**src/sv/pfd_pkg.sv**
```systemverilog
`default_nettype none
// ---------------------------------------------------------------------------
// pfd_pkg
// Types and constants shared by the pulse-position frame decoder files.
// ---------------------------------------------------------------------------
package pfd_pkg;

    localparam int PADDR_W = 4;
    localparam int PDATA_W = 32;
    localparam int REG_IDX_W = 2;

    localparam logic [REG_IDX_W-1:0] REG_SYNC_GAP  = 2'd0;
    localparam logic [REG_IDX_W-1:0] REG_MIN_PULSE = 2'd1;
    localparam logic [REG_IDX_W-1:0] REG_MAX_PULSE = 2'd2;

    localparam logic [15:0] RST_SYNC_GAP  = 16'd3900;
    localparam logic [15:0] RST_MIN_PULSE = 16'd1000;
    localparam logic [15:0] RST_MAX_PULSE = 16'd2000;

    localparam logic OP_EDGE  = 1'b0;
    localparam logic OP_QUERY = 1'b1;

    localparam logic [7:0] CHAN_IDX_MAX = 8'hFF;

    typedef struct packed {
        logic [15:0] sync_gap_us;
        logic [15:0] min_pulse_us;
        logic [15:0] max_pulse_us;
    } t_cfg;

endpackage
`default_nettype wire

```
**src/sv/pfd_in_if.sv**
```systemverilog
`default_nettype none
// ---------------------------------------------------------------------------
// pfd_in_if
// Input channel: edge events and channel queries.
// ---------------------------------------------------------------------------
interface pfd_in_if;
    logic        valid;
    logic        ready;
    logic        opcode;
    logic [31:0] edge_time_us;
    logic [2:0]  read_index;

    modport source (output valid, output opcode, output edge_time_us,
                    output read_index, input ready);
    modport sink   (input valid, input opcode, input edge_time_us,
                    input read_index, output ready);
endinterface
`default_nettype wire

```
**src/sv/pfd_out_if.sv**
```systemverilog
`default_nettype none
// ---------------------------------------------------------------------------
// pfd_out_if
// Result channel: channel value, frame channel count and sync flag.
// ---------------------------------------------------------------------------
interface pfd_out_if;
    logic        valid;
    logic        ready;
    logic [15:0] channel_value;
    logic [7:0]  channel_count;
    logic        synced;

    modport source (output valid, output channel_value, output channel_count,
                    output synced, input ready);
    modport sink   (input valid, input channel_value, input channel_count,
                    input synced, output ready);
endinterface
`default_nettype wire

```
**src/sv/pfd_cfg_regs.sv**
```systemverilog
`default_nettype none
// ---------------------------------------------------------------------------
// pfd_cfg_regs
// APB-style register file holding the sync gap and pulse window limits.
// ---------------------------------------------------------------------------
module pfd_cfg_regs import pfd_pkg::*; (
    input  wire logic               i_clk,
    input  wire logic               i_rst_n,
    input  wire logic               psel,
    input  wire logic               penable,
    input  wire logic               pwrite,
    input  wire logic [PADDR_W-1:0] paddr,
    input  wire logic [PDATA_W-1:0] pwdata,
    output logic      [PDATA_W-1:0] prdata,
    output logic                    pready,
    output t_cfg                    o_cfg
);

    t_cfg                 r_cfg;
    logic [REG_IDX_W-1:0] reg_idx;
    logic                 wr_en;

    assign pready  = 1'b1;
    assign reg_idx = paddr[PADDR_W-1:2];
    assign wr_en   = psel && penable && pwrite && pready;
    assign o_cfg   = r_cfg;

    always_ff @(posedge i_clk) begin
        if (!i_rst_n) begin
            r_cfg.sync_gap_us  <= RST_SYNC_GAP;
            r_cfg.min_pulse_us <= RST_MIN_PULSE;
            r_cfg.max_pulse_us <= RST_MAX_PULSE;
        end else if (wr_en) begin
            unique case (reg_idx)
                REG_SYNC_GAP:  r_cfg.sync_gap_us  <= pwdata[15:0];
                REG_MIN_PULSE: r_cfg.min_pulse_us <= pwdata[15:0];
                REG_MAX_PULSE: r_cfg.max_pulse_us <= pwdata[15:0];
                default: ;
            endcase
        end
    end

    always_comb begin
        prdata = '0;
        unique case (reg_idx)
            REG_SYNC_GAP:  prdata = {16'd0, r_cfg.sync_gap_us};
            REG_MIN_PULSE: prdata = {16'd0, r_cfg.min_pulse_us};
            REG_MAX_PULSE: prdata = {16'd0, r_cfg.max_pulse_us};
            default:       prdata = '0;
        endcase
    end

endmodule
`default_nettype wire

```
**src/sv/ppm_frame_decoder_unit.sv**
```systemverilog
`default_nettype none
// ---------------------------------------------------------------------------
// ppm_frame_decoder_unit
// Pulse-position frame decoder: edge timestamps in, channel values out.
// ---------------------------------------------------------------------------
//   channel  | dir | handshake     | payload
//   i_in     | in  | valid/ready   | opcode, edge_time_us, read_index
//   o_out    | out | valid/ready   | channel_value, channel_count, synced
//   apb      | in  | psel/penable  | paddr, pwdata, prdata (pready tied high)
//
// One beat per cycle; the result is in the output register in the cycle after
// acceptance. The single output register sets the rate: a new beat is taken
// whenever it is empty or being drained in the same cycle.
// Synchronous active-low reset clears the state and channel store at once.
// ---------------------------------------------------------------------------
module ppm_frame_decoder_unit import pfd_pkg::*; #(
    parameter int CHANNELS = 8
) (
    input  wire logic               i_clk,
    input  wire logic               i_rst_n,
    pfd_in_if.sink                  i_in,
    pfd_out_if.source               o_out,
    input  wire logic               psel,
    input  wire logic               penable,
    input  wire logic               pwrite,
    input  wire logic [PADDR_W-1:0] paddr,
    input  wire logic [PDATA_W-1:0] pwdata,
    output logic      [PDATA_W-1:0] prdata,
    output logic                    pready
);

    localparam logic [7:0] CHAN_NUM = 8'(CHANNELS);

    t_cfg        cfg;

    logic [31:0] r_last_edge;
    logic        r_edge_seen;
    logic        r_sync_found;
    logic [7:0]  r_cur_chan;
    logic [7:0]  r_frame_cnt;
    logic [15:0] r_store [CHANNELS];

    logic        r_out_valid;
    logic [15:0] r_out_value;
    logic [7:0]  r_out_count;
    logic        r_out_synced;

    logic        accept;
    logic        is_edge;
    logic [31:0] gap;
    logic        is_sync;
    logic        is_pulse;
    logic        in_window;
    logic        store_en;
    logic        n_sync_found;
    logic [7:0]  n_cur_chan;
    logic [7:0]  n_frame_cnt;
    logic [7:0]  rd_idx;
    logic        rd_ok;
    logic [15:0] rd_data;
    logic [15:0] n_out_value;

    pfd_cfg_regs u_regs (
        .i_clk   (i_clk),
        .i_rst_n (i_rst_n),
        .psel    (psel),
        .penable (penable),
        .pwrite  (pwrite),
        .paddr   (paddr),
        .pwdata  (pwdata),
        .prdata  (prdata),
        .pready  (pready),
        .o_cfg   (cfg)
    );

    assign i_in.ready = !r_out_valid || o_out.ready;
    assign accept     = i_in.valid && i_in.ready;
    assign is_edge    = (i_in.opcode == OP_EDGE);

    assign gap       = i_in.edge_time_us - r_last_edge;
    assign is_sync   = r_edge_seen && (gap > {16'd0, cfg.sync_gap_us});
    assign is_pulse  = r_edge_seen && !is_sync && r_sync_found;
    assign in_window = (gap >= {16'd0, cfg.min_pulse_us}) &&
                       (gap <= {16'd0, cfg.max_pulse_us});
    assign store_en  = accept && is_edge && is_pulse && in_window &&
                       (r_cur_chan < CHAN_NUM);

    always_comb begin
        n_sync_found = r_sync_found;
        n_cur_chan   = r_cur_chan;
        n_frame_cnt  = r_frame_cnt;
        if (is_edge) begin
            if (is_sync) begin
                n_sync_found = 1'b1;
                n_frame_cnt  = r_cur_chan;
                n_cur_chan   = '0;
            end else if (is_pulse && r_cur_chan != CHAN_IDX_MAX) begin
                n_cur_chan = r_cur_chan + 8'd1;
            end
        end
    end

    assign rd_idx = {5'd0, i_in.read_index};
    assign rd_ok  = (rd_idx < r_frame_cnt) && (rd_idx < CHAN_NUM);

    always_comb begin
        rd_data = '0;
        for (int i = 0; i < CHANNELS; i++) begin
            if (rd_idx == 8'(i)) rd_data = r_store[i];
        end
    end

    assign n_out_value = (!is_edge && rd_ok) ? rd_data : 16'd0;

    always_ff @(posedge i_clk) begin
        if (!i_rst_n) begin
            r_last_edge  <= '0;
            r_edge_seen  <= 1'b0;
            r_sync_found <= 1'b0;
            r_cur_chan   <= '0;
            r_frame_cnt  <= CHAN_NUM;
        end else if (accept && is_edge) begin
            r_last_edge  <= i_in.edge_time_us;
            r_edge_seen  <= 1'b1;
            r_sync_found <= n_sync_found;
            r_cur_chan   <= n_cur_chan;
            r_frame_cnt  <= n_frame_cnt;
        end
    end

    always_ff @(posedge i_clk) begin
        for (int i = 0; i < CHANNELS; i++) begin
            if (!i_rst_n) begin
                r_store[i] <= '0;
            end else if (store_en && r_cur_chan == 8'(i)) begin
                r_store[i] <= gap[15:0];
            end
        end
    end

    always_ff @(posedge i_clk) begin
        if (!i_rst_n) begin
            r_out_valid <= 1'b0;
        end else if (i_in.ready) begin
            r_out_valid <= i_in.valid;
        end
    end

    always_ff @(posedge i_clk) begin
        if (accept) begin
            r_out_value  <= n_out_value;
            r_out_count  <= n_frame_cnt;
            r_out_synced <= n_sync_found;
        end
    end

    assign o_out.valid         = r_out_valid;
    assign o_out.channel_value = r_out_value;
    assign o_out.channel_count = r_out_count;
    assign o_out.synced        = r_out_synced;

endmodule
`default_nettype wire

```
**src/flat_wrapper.sv**
```systemverilog
// flat-port wrapper written by rule: the top's interface ports become plain ports
module ppm_frame_decoder_unit_flat import pfd_pkg::*;
#(
    parameter int CHANNELS = 8
)
  (i_clk, i_rst_n, psel, penable, pwrite, paddr, pwdata, prdata, pready, i_in_valid, i_in_opcode, i_in_edge_time_us, i_in_read_index, i_in_ready, o_out_valid, o_out_channel_value, o_out_channel_count, o_out_synced, o_out_ready);
  pfd_in_if i_in_i ();
  pfd_out_if o_out_i ();
  input  wire logic i_clk;
  input  wire logic i_rst_n;
  input  wire logic psel;
  input  wire logic penable;
  input  wire logic pwrite;
  input  wire logic [PADDR_W-1:0] paddr;
  input  wire logic [PDATA_W-1:0] pwdata;
  output logic      [PDATA_W-1:0] prdata;
  output logic pready;
  input wire logic [$bits(i_in_i.valid)-1:0] i_in_valid;
  input wire logic [$bits(i_in_i.opcode)-1:0] i_in_opcode;
  input wire logic [$bits(i_in_i.edge_time_us)-1:0] i_in_edge_time_us;
  input wire logic [$bits(i_in_i.read_index)-1:0] i_in_read_index;
  output wire logic [$bits(i_in_i.ready)-1:0] i_in_ready;
  output wire logic [$bits(o_out_i.valid)-1:0] o_out_valid;
  output wire logic [$bits(o_out_i.channel_value)-1:0] o_out_channel_value;
  output wire logic [$bits(o_out_i.channel_count)-1:0] o_out_channel_count;
  output wire logic [$bits(o_out_i.synced)-1:0] o_out_synced;
  input wire logic [$bits(o_out_i.ready)-1:0] o_out_ready;
  assign i_in_i.valid = i_in_valid;
  assign i_in_i.opcode = i_in_opcode;
  assign i_in_i.edge_time_us = i_in_edge_time_us;
  assign i_in_i.read_index = i_in_read_index;
  assign i_in_ready = i_in_i.ready;
  assign o_out_valid = o_out_i.valid;
  assign o_out_channel_value = o_out_i.channel_value;
  assign o_out_channel_count = o_out_i.channel_count;
  assign o_out_synced = o_out_i.synced;
  assign o_out_i.ready = o_out_ready;
  ppm_frame_decoder_unit #(.CHANNELS(CHANNELS)) u_core (.i_clk(i_clk), .i_rst_n(i_rst_n), .i_in(i_in_i), .o_out(o_out_i), .psel(psel), .penable(penable), .pwrite(pwrite), .paddr(paddr), .pwdata(pwdata), .prdata(prdata), .pready(pready));
endmodule
```
**config.mk**
```make
export PLATFORM = sky130hd
export DESIGN_NAME = ppm_frame_decoder_unit_flat
export DESIGN_NICKNAME = d
export VERILOG_FILES = /design/src/sv/pfd_pkg.sv /design/src/sv/pfd_in_if.sv /design/src/sv/pfd_out_if.sv /design/src/sv/pfd_cfg_regs.sv /design/src/sv/ppm_frame_decoder_unit.sv /design/src/flat_wrapper.sv
export SDC_FILE = /design/constraint.sdc
export NUM_CORES = 1
export LEC_CHECK = 0
export BUFFER_PORTS_ARGS = -buffer_cell sky130_fd_sc_hd__buf_2
export CAP_MARGIN = 20
export CORE_MARGIN = 3
export CORE_UTILIZATION = 50
export CTS_BUF_LIST = sky130_fd_sc_hd__clkbuf_8
export DETAILED_ROUTE_END_ITERATION = 6
export GPL_ROUTABILITY_DRIVEN = 1
export HOLD_SLACK_MARGIN = 0.12
export PLACE_DENSITY_LB_ADDON = 0.2
export SLEW_MARGIN = 20
export SYNTH_ARGS = -nofsm -noshare
export SYNTH_HDL_FRONTEND = slang
export SYNTH_SLANG_ARGS = --single-unit
export TNS_END_PERCENT = 10
```
**constraint.sdc**
```tcl
create_clock -name i_clk -period 8.2 [get_ports i_clk]
set_input_delay 1.23 -clock i_clk [delete_from_list [all_inputs] [get_ports i_clk]]
set_output_delay 1.23 -clock i_clk [all_outputs]
set_load 0.1 [all_outputs]
```
======== After elaboration in Yosys (flattened, before gate mapping) ========
Memories as Yosys holds them, arrays and structs flattened.
Index checks and enable logic that the tools add are counted.
W data, S select, Z words.
storage, ports and cells
  memories kept ........................... 1
  memory bits (writable) .................. 128
  register bits ........................... 124
  word-level logic and storage cells ...... 128
  input port bits ......................... 79
memory list
  name            depth  bits a word  read ports  clocked after memory_dff  wr ports  line                          source
  u_core.r_store  8      16           8           0                         8         ppm_frame_decoder_unit.sv:41  logic [15:0] r_store [CHANNELS];
cells by class
  equal/unequal tests ..................... 17
  reductions and logical operators ........ 33
  magnitude comparators ................... 6
  muxes and demuxes ....................... 48
  bitwise logic cells ..................... 9
  add/sub/neg operators ................... 2
operator list
  operator               count
  $mux W16               16
  $pmux W16 S3           1
  $eq A8 B3 Y1 const B   4
  $ge A32 B16 Y1         1
  $gt A32 B16 Y1         1
  $le A32 B16 Y1         1
  $mux W8                4
  $sub A32 B32 Y32       1
  $mux W1                27
  $logic_and A1 B1 Y1    22
  $eq A8 B2 Y1 const B   2
  $logic_not A8 Y1       2
  $eq A3 B3 Y1 const B   4
  $add A8 B1 Y8 const B  1
  $eq A8 B1 Y1 const B   1
  $lt A3 B8 Y1           1
  $lt A8 B4 Y1 const B   1
  $ne A8 B8 Y1 const B   1
  $or A1 B1 Y1           8
  $eq A3 B2 Y1 const B   2
  $reduce_and A2 Y1      3
  $lt A3 B4 Y1 const B   1
  $eq A3 B1 Y1 const B   1
  $reduce_and A3 Y1      1
  7 further kinds        8

======== Longest topological paths before layout ========
  word-level depth ........................ 14
  gate-level depth with buffers ........... 24
  depth with buffers taken out ............ 21

======== By module ========
Synthesis repeated with hierarchy kept, for this count alone.
second synthesis, totals
  cell total of the unflattened synthesis .. 1541
  area total of the unflattened synthesis .. 14640.3 µm²
by module, submodules not included
  module                  area each (µm²)  seq. area each (µm²)  times used  cells an instance
  ppm_frame_decoder_unit  12233.0          5615.4                1           1280
  pfd_cfg_regs            2407.3           960.9                 1           261

======== Least setup slack after synthesis ========
Ideal clock, no wire load.
  path kind ............................... in2reg
  start ................................... input i_in_edge_time_us[4]
  end ..................................... memory u_core.r_store[0][0] (enable)
  path slack .............................. 1.089 ns
  setup time .............................. 0.414 ns
  stages on the path ...................... 22
  required time ........................... 7.786 ns
  arrival time ............................ 6.697 ns
  path through ............................ ha_1 > a21o_1 > a31o_2 > o21ai_2 > nand2b_1 > a21o_1 > a21o_1 > a21oi_1 > xor2_1 > inv_1 > ha_1 > a21o_1 > a21o_1 > a21o_1 > a211o_1 > o2111ai_1 > a21oi_1 > nor4_1 > nand4_1 > buf_2 > buf_1 > o31ai_1
RTL lines
  item         line                          source
  from (decl)  flat_wrapper.sv:20            input wire logic [$bits(i_in_i.edge_time_us)-1:0] i_in_edge_time_us;
  to (decl)    ppm_frame_decoder_unit.sv:41

==> run metrics <==
Slew Limit Fails 0; Setup Fix Bufs, Post-CTS 0; final cycle utilization of the critical path 0.787; Setup TNS 0 ps; reg-to-reg slack, setup 2160 ps; RSZ-0062 raised after global routing no; Hold WS 462 ps; DRT Wirelength 39,100 um; Clk pin slew, worst setup/hold paths 60 ps; register area share after synthesis 0.449; Initial DRT Pass Iterations 5; Starting DRT DRC Count 1,046; Simple-Gate Fraction of Synth Area 0.176; initial antenna violation count 0; post-synthesis adder-cell area fraction 0.0739; post-route antenna net violation count 0; num ports 139; chip width 177 um; first-pass GRT wire length ~62,000 um; worst rel slew slack 0.286; Post-Synth XOR/XNOR Area 0.0155; final clock skew around 38 ps; I/O Buffers ~100; number of global-route vias before repair 11,500; clk sinks 252; VDD IR max 124 uV; Worst Path Max Fanout 135; Hold Crit Class flop to flop; Pwr per Cell Area 197 mW/mm^2; ys flop type edfxtp_1; fmax 155 MHz; multiplexer share of the synthesized area 0.0577; Initial Util 0.509; met3 GRT Util 0.0350; RePlAce Congestion 0.887; Worst Slack Setup Final around 1700 ps; Setup CP Type input pin to flop; most frequent cell after synthesis nand2_1; via count 11,900; die footprint 0.0314 mm^2; GR Overflow Total 0; GR peak layer met2; Post-synth EDFFs 153; Gate Count Post-Synth 1,520; largest family of logic cells by synthesized area simple AND/OR/NAND/NOR gates; DP HPWL 25,700 um; cell accounting for the most synthesized area edfxtp_1; Final min period 6450 ps; Worst-Skew Late Latency 580 ps; share of cells above drive strength 1 0.157; Synth-to-Final Area Change 11.6%; Place WS 1160 ps; P_leak 6.18 nW; max_cap viols 0; Hold Buf Count CTS 0; Synth Area in Compound Gates 0.156; Sw Share 0.323; Fillers around 2,600; status finished, final reports clean; post-synth top area share 0.313; largest net degree at the start of global routing 136; Synth warnings 0; Std-Cell Core Area approximately 0.029 mm^2; fin nets 1,760; Startpoint Class input pin; synthesized flop and latch total 252; Area contributors post-synth edfxtp_1 (31%), dfxtp_1 (14%), ha_1 (7.3%), nand2_1 (5.7%), nor4_1 (5.4%); Die H roughly 180 um; slew at the pin closest to its max-slew limit 1070 ps; power share of the combinational group 0.215; synth cell count leaders nand2_1 (221), edfxtp_1 (153), nor4_1 (126); TritonCTS clock tree yes; drt via density 5.91; clock power share 0.348; drt drc 0; met2 usage 0.414; Hold Vio Cnt, Final 0; Yosys cell types 76; Final setup viols 0; Req. time, crit path about 8400 ps; diode count 0; Post-Syn Area 0.0147 mm^2; clock root buffer clkbuf_8; P_sw 1.04 mW; met1 Usage GRT 0.325; Post-synth ARST share 0; Critical Path End Type flop; H-tree level count 2; drt wl/cell between 15 and 20 um; post-CTS resize count 0; Max Buffers Root-to-Sink 3; WP data arrival 6690 ps; post-synthesis average cell area a little under 10 um^2; row count 62; GR Util All Layers 0.247; part of the power in registers 0.438; Internal 2.18 mW; Num CTS Buffers 44
## per-stage QoR
stage | util | instance area [um^2] | total power [mW] | cells
3_3_place_gp | 0.538 | 15500 | 2.11 | 1933
6_report | 0.568 | 16400 | 3.22 | 2015
3_5_place_dp | 0.538 | 15500 | 2.12 | 1933
2_1_floorplan | - | 14700 | 1.92 | 1535
5_1_grt | 0.568 | 16400 | 3.35 | 2015
4_1_cts | 0.568 | 16300 | 3.23 | 2015
## state kept, by name, summed over array words and instances (netlist names), 8 cells and up
name and flops:
u_core.r_cur_chan 8, u_core.u_regs.o_cfg 48, u_core.r_last_edge 32, u_core.o_out.channel_count 8, u_core.o_out.channel_value 16, u_core.r_frame_cnt 8
u_core.r_store 128
## layout by cell type, fill, tap and decap left out, types with 22 or more instances in the layout
| master | instances |
|---|---|
| clkbuf_8 | 49 |
| nor4_1 | 126 |
| buf_4 | 40 |
| o211ai_1 | 22 |
| o21ai_0 | 46 |
| nand2_1 | 221 |
| a21boi_0 | 63 |
| ha_1 | 85 |
| dfxtp_1 | 99 |
| inv_1 | 140 |
| edfxtp_1 | 153 |
| nor2_1 | 58 |
| buf_2 | 102 |
| mux2i_1 | 44 |
| nand4_1 | 23 |
| a21oi_1 | 63 |
## path summary, 6_finish.rpt
path                                       start                                  end  cells past startpoint
max                         i_in_edge_time_us[4]  u_core.r_store[0][58]$_SDFFCE_PN0P_                     23
max reg2reg   u_core.r_last_edge[4]$_SDFFE_PN0P_  u_core.r_store[0][58]$_SDFFCE_PN0P_                     23
min          u_core.r_last_edge[21]$_SDFFE_PN0P_  u_core.r_last_edge[21]$_SDFFE_PN0P_                      2
min reg2reg  u_core.r_last_edge[21]$_SDFFE_PN0P_  u_core.r_last_edge[21]$_SDFFE_PN0P_                      2
## worst max-delay path, stage by stage
cell and delay, ps:
buf_2 110, ha_1 360, a21o_1 250, a31o_2 240
o21ai_2 310, nand2b_1 90, a21o_1 200, a21o_1 170
a21oi_1 170, xor2_1 330, inv_1 150, ha_1 320
a21o_1 190, a21o_1 170, a21o_1 170, a211o_1 280
o2111ai_1 100, a21oi_1 90, nor4_1 460, nand4_1 320
buf_12 380, o31ai_2 240, buf_4 310
## routing by layer
metal | wire length, um | vias to the layer above
met3 | 2100 | 74
li1 | - | 5705
met2 | 19000 | 396
met4 | 1270 | 0
met5 | 0 | -
met1 | 16700 | 5737
## power by group through the flow
stage	sequential [mW]	clock [mW]	combinational [mW]
6_report	1.41	1.12	0.690
5_1_grt	1.41	1.20	0.745
4_1_cts	1.41	1.14	0.687
3_5_place_dp	1.43	0	0.684
3_3_place_gp	1.43	0	0.673
2_1_floorplan	1.50	0	0.423
## layout make-up
cell class	count	area, um^2	area share
Multi-Input combinational cell	1031	7150	0.437
Sequential cell	252	6580	0.402
Timing Repair Buffer	143	831	0.0508
Clock buffer	49	674	0.0412
Tap cell	384	480	0.0294
Inverter	123	462	0.0282
Clock inverter	33	179	0.0109
## kinds of logic (layout without fill, tap and decap cells)
logic type,count (synthesis),count (layout)
flip-flops,252,252
multiplexers,66,66
AND/OR/NAND/NOR,515,515
buffers and inverters,252,348
XOR/XNOR,26,26
other,2,17
adder cells (fa/ha/maj),86,86
AO/OA/AOI/OAI,321,321
Note: power is estimated with default switching activity, not from simulation.
